--- src/rtl/core/assert_macros.svh ---
// Assertion macros shared by the allocator RTL.
// Needs clk_i and rst_ni in the scope where a macro is used.
`ifndef ASSERT_MACROS_SVH
`define ASSERT_MACROS_SVH

`ifndef SYNTHESIS

// Checked on every rising edge outside reset.
`define FFA_ASSERT(lbl, prop, msg) \
  lbl: assert property (@(posedge clk_i) disable iff (!rst_ni) prop) else $error(msg);

// Checked on every rising edge, reset included.
`define FFA_ASSERT_ALWAYS(lbl, prop, msg) \
  lbl: assert property (@(posedge clk_i) prop) else $error(msg);

`else

`define FFA_ASSERT(lbl, prop, msg)
`define FFA_ASSERT_ALWAYS(lbl, prop, msg)

`endif

`endif

--- src/rtl/core/ffa_pkg.sv ---
// Package for the first-fit free-list allocator: beat types, codes and
// sequencer states. No dependencies.
package ffa_pkg;

  // Default depth of the free-segment list.
  localparam int unsigned MAX_SEGMENTS_DEF = 16;

  // Register file address width (two 32-bit registers at 0x0 and 0x4).
  localparam int unsigned PADDR_W = 3;

  // Register select, taken from paddr bit 2.
  localparam logic REG_POOL_BASE  = 1'b0;
  localparam logic REG_POOL_BYTES = 1'b1;

  // Request operations.
  localparam logic FUNC_ALLOC = 1'b0;
  localparam logic FUNC_FREE  = 1'b1;

  // Result status codes.
  localparam logic [1:0] ST_DONE  = 2'd0;
  localparam logic [1:0] ST_NOFIT = 2'd1;
  localparam logic [1:0] ST_FULL  = 2'd2;

  typedef struct packed {
    logic        func;
    logic [31:0] req_bytes;
    logic [31:0] release_addr;
  } in_item_t;

  typedef struct packed {
    logic [1:0]  status;
    logic [31:0] grant_addr;
    logic [31:0] free_total;
  } out_item_t;

  typedef enum logic {
    ALU_ADD,
    ALU_SUB
  } alu_op_e;

  // Request to the shared add/subtract unit.
  typedef struct packed {
    alu_op_e     op;
    logic [31:0] a;
    logic [31:0] b;
  } alu_req_t;

  // Answer of the shared unit; carry is the borrow on a subtract.
  typedef struct packed {
    logic [31:0] res;
    logic        carry;
  } alu_rsp_t;

  typedef enum logic [2:0] {
    S_IDLE,
    S_SCAN,
    S_CARVE,
    S_SHIFT_UP,
    S_SHIFT_DN,
    S_PUSH,
    S_TALLY,
    S_DONE
  } state_e;

endpackage

--- src/rtl/core/ffa_addsub.sv ---
// Shared 32-bit add/subtract unit of the allocator sequencer.
// Depends on ffa_pkg for the request and answer types.
module ffa_addsub
  import ffa_pkg::*;
(
  input  alu_req_t req_i,
  output alu_rsp_t rsp_o
);

  logic [32:0] sum;

  // One 33-bit adder; the top bit is the carry out or the borrow.
  always_comb begin
    if (req_i.op == ALU_SUB) begin
      sum = {1'b0, req_i.a} - {1'b0, req_i.b};
    end else begin
      sum = {1'b0, req_i.a} + {1'b0, req_i.b};
    end
    rsp_o.res   = sum[31:0];
    rsp_o.carry = sum[32];
  end

endmodule

--- src/rtl/core/first_fit_free_list_allocator_core.sv ---
// Top level of the first-fit free-list allocator: sequencer, segment memory
// and register file. Depends on ffa_pkg, ffa_addsub and assert_macros.svh.
//
//   Channel  | Direction | Handshake             | Payload
//   ---------+-----------+-----------------------+---------------------------------
//   in       | in        | in_valid_i/in_stall_o | in_item_i  (func, req, addr)
//   out      | out       | out_valid_o/out_stall_i | out_item_o (status, grant, total)
//   config   | in        | psel/penable/pready   | paddr, pwdata, prdata
//
// One request is worked at a time. An allocate reads the list from the head
// until a segment fits, carves the request from its front and moves the tail
// up if that segment is used up; a miss ends at the last entry. A free shifts
// every entry down, one memory read and write each, and pushes the freed
// segment at the head. Reset empties the list at once: no clearing pass. A
// stalled result sits in the output register while the next request is taken
// and worked.
`include "assert_macros.svh"

module first_fit_free_list_allocator_core
  import ffa_pkg::*;
#(
  parameter int unsigned MaxSegments = MAX_SEGMENTS_DEF
) (
  input  logic               clk_i,
  input  logic               rst_ni,
  // Request channel
  input  logic               in_valid_i,
  output logic               in_stall_o,
  input  in_item_t           in_item_i,
  // Result channel
  output logic               out_valid_o,
  input  logic               out_stall_i,
  output out_item_t          out_item_o,
  // Register port
  input  logic               psel,
  input  logic               penable,
  input  logic               pwrite,
  input  logic [PADDR_W-1:0] paddr,
  input  logic [31:0]        pwdata,
  output logic [31:0]        prdata,
  output logic               pready
);

  localparam int unsigned IdxW = (MaxSegments > 1) ? $clog2(MaxSegments) : 1;
  localparam int unsigned CntW = $clog2(MaxSegments + 1);
  localparam logic [CntW-1:0] CntMax = CntW'(MaxSegments);

  typedef struct packed {
    logic [31:0] base;
    logic [31:0] size;
  } seg_t;

  // Sequencer and datapath registers.
  state_e          state_q, state_d;
  logic [IdxW-1:0] idx_q, idx_d;
  logic [CntW-1:0] seg_count_q, seg_count_d;
  logic [31:0]     free_bytes_q, free_bytes_d;
  logic [31:0]     pool_base_q, pool_base_d;
  logic [31:0]     pool_bytes_q, pool_bytes_d;
  in_item_t        item_q, item_d;
  logic [1:0]      status_q, status_d;
  logic [31:0]     grant_q, grant_d;
  logic [31:0]     hit_base_q, hit_base_d;
  logic [31:0]     rem_q, rem_d;
  logic            out_valid_q;
  out_item_t       out_item_q;

  // Segment memory, one write and one registered read port.
  seg_t            seg_mem [MaxSegments];
  seg_t            rd_data_q;
  logic [IdxW-1:0] rd_addr;
  logic            mem_we;
  logic [IdxW-1:0] mem_waddr;
  seg_t            mem_wdata;

  alu_req_t        alu_req;
  alu_rsp_t        alu_rsp;

  logic            accept_in;
  logic            cfg_wr;
  logic            out_load;
  logic            fit;
  logic            drop;
  logic [CntW-1:0] idx_p1;
  logic [CntW-1:0] idx_p2;

  ffa_addsub u_addsub (
    .req_i (alu_req),
    .rsp_o (alu_rsp)
  );

  // Handshakes.
  assign in_stall_o  = (state_q != S_IDLE);
  assign accept_in   = in_valid_i && !in_stall_o;
  assign cfg_wr      = psel && penable && pwrite;
  assign out_load    = !out_valid_q || !out_stall_i;
  assign out_valid_o = out_valid_q;
  assign out_item_o  = out_item_q;

  // Register read-back.
  assign pready = 1'b1;
  assign prdata = (paddr[2] == REG_POOL_BYTES) ? pool_bytes_q : pool_base_q;

  // Index arithmetic and scan decisions.
  assign idx_p1 = CntW'(idx_q) + CntW'(1);
  assign idx_p2 = CntW'(idx_q) + CntW'(2);
  assign fit    = !alu_rsp.carry;
  assign drop   = (rem_q == 32'd0) && (item_q.req_bytes != 32'd0);

  // Next state.
  always_comb begin
    state_d = state_q;
    case (state_q)
      S_IDLE: begin
        if (accept_in) begin
          if (in_item_i.func == FUNC_ALLOC) begin
            state_d = (seg_count_q == '0) ? S_DONE : S_SCAN;
          end else if (in_item_i.req_bytes == 32'd0 || seg_count_q == CntMax) begin
            state_d = S_DONE;
          end else if (seg_count_q == '0) begin
            state_d = S_PUSH;
          end else begin
            state_d = S_SHIFT_DN;
          end
        end
      end
      S_SCAN: begin
        if (fit) begin
          state_d = S_CARVE;
        end else if (idx_p1 == seg_count_q) begin
          state_d = S_DONE;
        end
      end
      S_CARVE: begin
        state_d = (drop && idx_p1 != seg_count_q) ? S_SHIFT_UP : S_TALLY;
      end
      S_SHIFT_UP: begin
        if (idx_p1 == seg_count_q) begin
          state_d = S_TALLY;
        end
      end
      S_SHIFT_DN: begin
        if (idx_q == '0) begin
          state_d = S_PUSH;
        end
      end
      S_PUSH:  state_d = S_TALLY;
      S_TALLY: state_d = S_DONE;
      S_DONE: begin
        if (out_load) begin
          state_d = S_IDLE;
        end
      end
      default: state_d = S_IDLE;
    endcase
  end

  // Datapath, memory ports and shared unit control.
  always_comb begin
    idx_d        = idx_q;
    seg_count_d  = seg_count_q;
    free_bytes_d = free_bytes_q;
    pool_base_d  = pool_base_q;
    pool_bytes_d = pool_bytes_q;
    item_d       = item_q;
    status_d     = status_q;
    grant_d      = grant_q;
    hit_base_d   = hit_base_q;
    rem_d        = rem_q;
    rd_addr      = idx_q;
    mem_we       = 1'b0;
    mem_waddr    = idx_q;
    mem_wdata    = rd_data_q;
    alu_req.op   = ALU_ADD;
    alu_req.a    = free_bytes_q;
    alu_req.b    = item_q.req_bytes;

    case (state_q)
      S_IDLE: begin
        // A register write rebuilds the list as one pool segment, or empty for a zero-byte pool.
        if (cfg_wr) begin
          if (paddr[2] == REG_POOL_BYTES) begin
            pool_bytes_d = pwdata;
          end else begin
            pool_base_d = pwdata;
          end
          free_bytes_d   = pool_bytes_d;
          seg_count_d    = (pool_bytes_d != 32'd0) ? CntW'(1) : '0;
          mem_we         = 1'b1;
          mem_waddr      = '0;
          mem_wdata.base = pool_base_d;
          mem_wdata.size = pool_bytes_d;
        end
        if (accept_in) begin
          item_d   = in_item_i;
          grant_d  = 32'd0;
          status_d = ST_DONE;
          if (in_item_i.func == FUNC_ALLOC) begin
            idx_d   = '0;
            rd_addr = '0;
            if (seg_count_q == '0) begin
              status_d = ST_NOFIT;
            end
          end else begin
            // The shift down starts at the tail entry.
            idx_d   = IdxW'(seg_count_q - CntW'(1));
            rd_addr = IdxW'(seg_count_q - CntW'(1));
            if (in_item_i.req_bytes != 32'd0 && seg_count_q == CntMax) begin
              status_d = ST_FULL;
            end
          end
        end
      end
      S_SCAN: begin
        // Compare by subtraction; the difference is the remainder on a hit.
        alu_req.op = ALU_SUB;
        alu_req.a  = rd_data_q.size;
        alu_req.b  = item_q.req_bytes;
        if (fit) begin
          hit_base_d = rd_data_q.base;
          rem_d      = alu_rsp.res;
        end else if (idx_p1 == seg_count_q) begin
          status_d = ST_NOFIT;
        end else begin
          idx_d   = IdxW'(idx_p1);
          rd_addr = IdxW'(idx_p1);
        end
      end
      S_CARVE: begin
        // Carve the request from the front of the hit segment.
        alu_req.op     = ALU_ADD;
        alu_req.a      = hit_base_q;
        alu_req.b      = item_q.req_bytes;
        mem_we         = 1'b1;
        mem_waddr      = idx_q;
        mem_wdata.base = alu_rsp.res;
        mem_wdata.size = rem_q;
        grant_d        = hit_base_q;
        rd_addr        = IdxW'(idx_p1);
        if (drop) begin
          seg_count_d = seg_count_q - CntW'(1);
        end
      end
      S_SHIFT_UP: begin
        // Entry idx+1 moves to idx; the count is already one less.
        mem_we    = 1'b1;
        mem_waddr = idx_q;
        mem_wdata = rd_data_q;
        if (idx_p1 != seg_count_q) begin
          idx_d   = IdxW'(idx_p1);
          rd_addr = IdxW'(idx_p2);
        end
      end
      S_SHIFT_DN: begin
        // Entry idx moves to idx+1, walking towards the head.
        mem_we    = 1'b1;
        mem_waddr = IdxW'(idx_p1);
        mem_wdata = rd_data_q;
        if (idx_q != '0) begin
          idx_d   = idx_q - IdxW'(1);
          rd_addr = idx_q - IdxW'(1);
        end
      end
      S_PUSH: begin
        mem_we         = 1'b1;
        mem_waddr      = '0;
        mem_wdata.base = item_q.release_addr;
        mem_wdata.size = item_q.req_bytes;
        seg_count_d    = seg_count_q + CntW'(1);
      end
      S_TALLY: begin
        // Free total moves by the request size, wrapping modulo 2^32.
        alu_req.op   = (item_q.func == FUNC_FREE) ? ALU_ADD : ALU_SUB;
        alu_req.a    = free_bytes_q;
        alu_req.b    = item_q.req_bytes;
        free_bytes_d = alu_rsp.res;
      end
      S_DONE: begin
      end
      default: begin
      end
    endcase
  end

  // Control registers.
  always_ff @(posedge clk_i or negedge rst_ni) begin
    if (!rst_ni) begin
      state_q      <= S_IDLE;
      idx_q        <= '0;
      seg_count_q  <= '0;
      free_bytes_q <= 32'd0;
      pool_base_q  <= 32'd0;
      pool_bytes_q <= 32'd0;
      status_q     <= ST_DONE;
      out_valid_q  <= 1'b0;
    end else begin
      state_q      <= state_d;
      idx_q        <= idx_d;
      seg_count_q  <= seg_count_d;
      free_bytes_q <= free_bytes_d;
      pool_base_q  <= pool_base_d;
      pool_bytes_q <= pool_bytes_d;
      status_q     <= status_d;
      if (state_q == S_DONE && out_load) begin
        out_valid_q <= 1'b1;
      end else if (!out_stall_i) begin
        out_valid_q <= 1'b0;
      end
    end
  end

  // Payload registers.
  always_ff @(posedge clk_i) begin
    item_q     <= item_d;
    grant_q    <= grant_d;
    hit_base_q <= hit_base_d;
    rem_q      <= rem_d;
    if (state_q == S_DONE && out_load) begin
      out_item_q.status     <= status_q;
      out_item_q.grant_addr <= grant_q;
      out_item_q.free_total <= free_bytes_q;
    end
  end

  // Segment memory.
  always_ff @(posedge clk_i) begin
    if (mem_we) begin
      seg_mem[mem_waddr] <= mem_wdata;
    end
    rd_data_q <= seg_mem[rd_addr];
  end

  // Checks on the sequencer.
  `FFA_ASSERT_ALWAYS(a_count_bound, !rst_ni || seg_count_q <= CntMax, "segment count above list depth")
  `FFA_ASSERT(a_scan_in_list, state_q == S_SCAN |-> CntW'(idx_q) < seg_count_q, "scan past list end")
  `FFA_ASSERT(a_push_grows, state_q == S_PUSH |=> seg_count_q == $past(seg_count_q) + CntW'(1), "push did not grow list")
  `FFA_ASSERT(a_full_status, (state_q == S_DONE && status_q == ST_FULL) |-> seg_count_q == CntMax, "full status on list with room")
  `FFA_ASSERT(a_result_from_done, $rose(out_valid_q) |-> $past(state_q == S_DONE), "result beat raised outside done")

endmodule

--- config.mk ---
export PLATFORM = sky130hd
export DESIGN_NAME = first_fit_free_list_allocator_core
export DESIGN_NICKNAME = d
export VERILOG_FILES = /design/src/rtl/core/ffa_pkg.sv /design/src/rtl/core/ffa_addsub.sv /design/src/rtl/core/first_fit_free_list_allocator_core.sv
export VERILOG_INCLUDE_DIRS = /design/src /design/src/rtl/core
export SDC_FILE = /design/constraint.sdc
export NUM_CORES = 2
export LEC_CHECK = 0
export BUFFER_PORTS_ARGS = -buffer_cell sky130_fd_sc_hd__buf_2
export CORE_ASPECT_RATIO = 1.5
export CORE_UTILIZATION = 63
export CTS_CLUSTER_DIAMETER = 100
export DETAILED_ROUTE_END_ITERATION = 8
export GPL_ROUTABILITY_DRIVEN = 0
export PLACE_DENSITY_LB_ADDON = 0.15
export RECOVER_POWER = 25
export REMOVE_ABC_BUFFERS = 1
export SYNTH_ARGS = -nofsm -noshare
export SYNTH_HDL_FRONTEND = slang
export SYNTH_SLANG_ARGS = --single-unit
--- constraint.sdc ---
create_clock -name clk_i -period 21.2 [get_ports clk_i]
set_clock_uncertainty 0.2 [all_clocks]
set_input_delay 5.3 -clock clk_i [delete_from_list [all_inputs] [get_ports clk_i]]
set_output_delay 5.3 -clock clk_i [all_outputs]
set_load 0.005 [all_outputs]
==> results.yml <==
hold_path:
  hold_end: "out_item_o[45]"
  min_path_cells: 0
  hold_class: "register to register"
  worstHoldStart: "grant_q[13]"
global_route:
  first_global_vias: 35684
  antenna_found_initial: 3
  grt_pass1_wl_microns: 239000
  overflow: 0
  grt_max_degree: 141
  grtUsageTotal: 0.337
sta:
  fin_crit_sh: 0.603
  slew_violations: 493
  post-route-min-period_ns: 12.78
  setup_violations: 0
  final.setup.tns_ns: 0
  timing.hold.ws_ns: 0.219
  hold_violations: 0
  relSlewSlack: -1.98
  finalWorstSetupSlack_ns: 8.42
  worst_slew_pin_slew_ns: 4.47
  rsz0062_at_grt: "no"
  fmax_mhz: 78.3
synthesis:
  synth.area.mux_share: 0.180
  synthAdderAreaFrac: 0.00866
  synth-simple-area-share: 0.0474
  ys_seq_area_frac: 0.676
  yosys_warnings: 0
  netlist_area_sq_um: 61600
  synthCells: 4015
  synth.avg_cell_area_sq_um: 15.3
  synthArstFlopShare: 0.0778
  synth_edf_count: 1251
  synth_top_family_by_area: "multiplexers"
  synth_xor_area_frac: 0.00911
  ys_ff_latch: 1426
  ys_types: 84
  synth_flop_cell: "edfxtp_1"
  synth_compound_area_frac: 0.0547
worst_setup_path:
  r2r_end: "rd_data_q[13]"
  critPathLaunchType: "primary input"
  r2r_cells: 24
  worstPathCellList: "buf_6, buf_4, mux2_2, buf_2"
  cp.arrival_ns: 7.28
  r2r-start: "state_q[1]"
  crit_path_max_incr_delay_ns: 0.73
  reg2reg_slack_ns: 9.16
  crit_fanout: 53
  crit_type: "primary input to output pin"
  end_kind: "output pin"
  crit_slowest_cell: "buf_4"
  cp.required_ns: 15.70
drt:
  highest-signal-layer: "met5"
  drc: 0
  met1_length_microns: 61400
  postRouteAntennaNets: 0
  met3_length_microns: 15900
  via_count: 36846
  dr_wl_met2_microns: 79600
  avgRoutedWirePerCell_microns: 30.0
  wl_microns: 168000
  vias_per_cell: 6.58
  dr.pass1.iters: 7
  first_iter_violations: 4113
cells_and_area:
  layout_commonest_cell: "edfxtp_1"
  final_cell_mix: "edfxtp_1 (1251), mux2i_1 (1013), nand2_1 (297), clkbuf_1 (128), buf_2 (128)"
  fin_nets: 4361
  fillers: 6608
  post-route-util: 0.695
  area_growth_pct: 9.59
  postLayoutCellArea_sq_um: 67500
  drive_above_1_share: 0.117
clock_tree:
  post_cts_resize_count: 0
  insertion_delay_ns: 0.75
  clock-root-buffer: "clkbuf_16"
  cts_buffer_depth: 3
  cts.reportedPaths.clkPinSlew_ns: 0.07
  cts_made_buffers: 121
  htreeDepth: 3
  clock_sinks: 1426
  cts_tree: "yes"
  cts_setup_buffers: 0
  postCtsHoldBufs: 0
floorplan:
  io_pins: 208
  core-area_sq_um: 97000
  die-area_sq_um: 99000
  die_h_microns: 385
  chipWidth_microns: 257
  start_util: 0.634
  rows: 140
placement:
  dp_hpwl_microns: 101000
  place_area_sq_um: 63700
  port_buffers: 204
  pre_cts_ws_ns: 8.48
outcome:
  status: "finished with violations"
  violations: "capacitance limit, slew limit"
pwr:
  peakVddDrop_uv: 262
  power.density_nw_per_um2: 191
  power.leakage_nw: 26.4
job:
  max_cap_viol_count: 12
worst max-delay path: cells and delay by family:
kind / cells / cell delay [ns]
buffers and inverters: 3 / 1.28
multiplexers: 1 / 0.43
power by group:
group / leakage [nW] / switching [mW] / total (mW) / internal, mW
Combinational: 11.2 / 3.82 / 6.01 / 2.20
Clock: 1.95 / 0.983 / 2.22 / 1.24
Sequential: 13.3 / 0.304 / 4.63 / 4.32
synth_stat cells (27+ instances only):
master    instances  area, sq um
clkbuf_1         98          368
a22oi_1          57          428
mux2_2           82          923
inv_1            27          101
a22o_1           38          333
o21ai_0         117          586
and2_1           36          225
dfxtp_1          64         1280
mux2i_1        1013        10100
ha_1             41          513
nor2_1          127          477
edfxtp_1       1251        37600
nand3_1          60          300
buf_6            39          439
nor4_1           27          169
a21oi_1         116          581
a21o_1           31          233
buf_2            39          195
dfrtp_1         111         2780
xnor2_1          40          350
nand2_1         298         1120
stage by stage:
step / power (mW) / instances
after global placement: 10.5 / 5367
final: 12.9 / 5597
after floorplan: 10.0 / 3799
after CTS: 12.8 / 5596
after detailed placement: 10.6 / 5367
after global routing: 13.4 / 5596
final cells by class:
type / instances / area (sq um) / share of cell area
sequential: 1426 / 41600 / 0.617
tap: 1278 / 1600 / 0.0237
multi-input combinational: 2344 / 18600 / 0.276
inverter: 29 / 110 / 0.00163
timing repair buffer: 290 / 1550 / 0.0230
antenna: 1 / 2.50 / 0.0000371
clock inverter: 54 / 536 / 0.00794
clock buffer: 175 / 3410 / 0.0506
logic make-up after synthesis:
family	after synthesis
adders and majority gates	42
muxes	1095
buffers and inverters	245
DFF	1426
and+or+nand+nor	639
other	1
AOI/OAI and AO/OA	503
xor gates and xnor gates	64
metal layers:
metal,up-vias,global-route usage
met5,-,0
met3,500,0.0543
li1,15797,-
met4,2,0.200
met2,2113,0.543
met1,18434,0.435
registers in the layout, indices dropped and copies added (netlist names):
name / flops
seg_mem: 1024
out_item_o: 66
item_q: 65
rd_data_q: 64
free_bytes_q: 32
grant_q: 32
hit_base_q: 32
pool_base_q: 32
pool_bytes_q: 32
rem_q: 32
seg_count_q: 5
idx_q: 4
state_q: 3
status_q: 2
out_valid_o: 1
worst max path at each step:
stage,start,to,slack (ns),cells after the start
final,paddr[2],prdata[18],8.42,4
after global routing,paddr[2],prdata[18],8.41,4
after CTS,paddr[2],prdata[21],8.48,4
after detailed placement,paddr[2],prdata[21],8.48,4
after global placement,paddr[2],prdata[18],8.46,4
after floorplan,in_valid_i,rd_data_q[0],-11.20,11
Power figures use the tool's default switching activity.
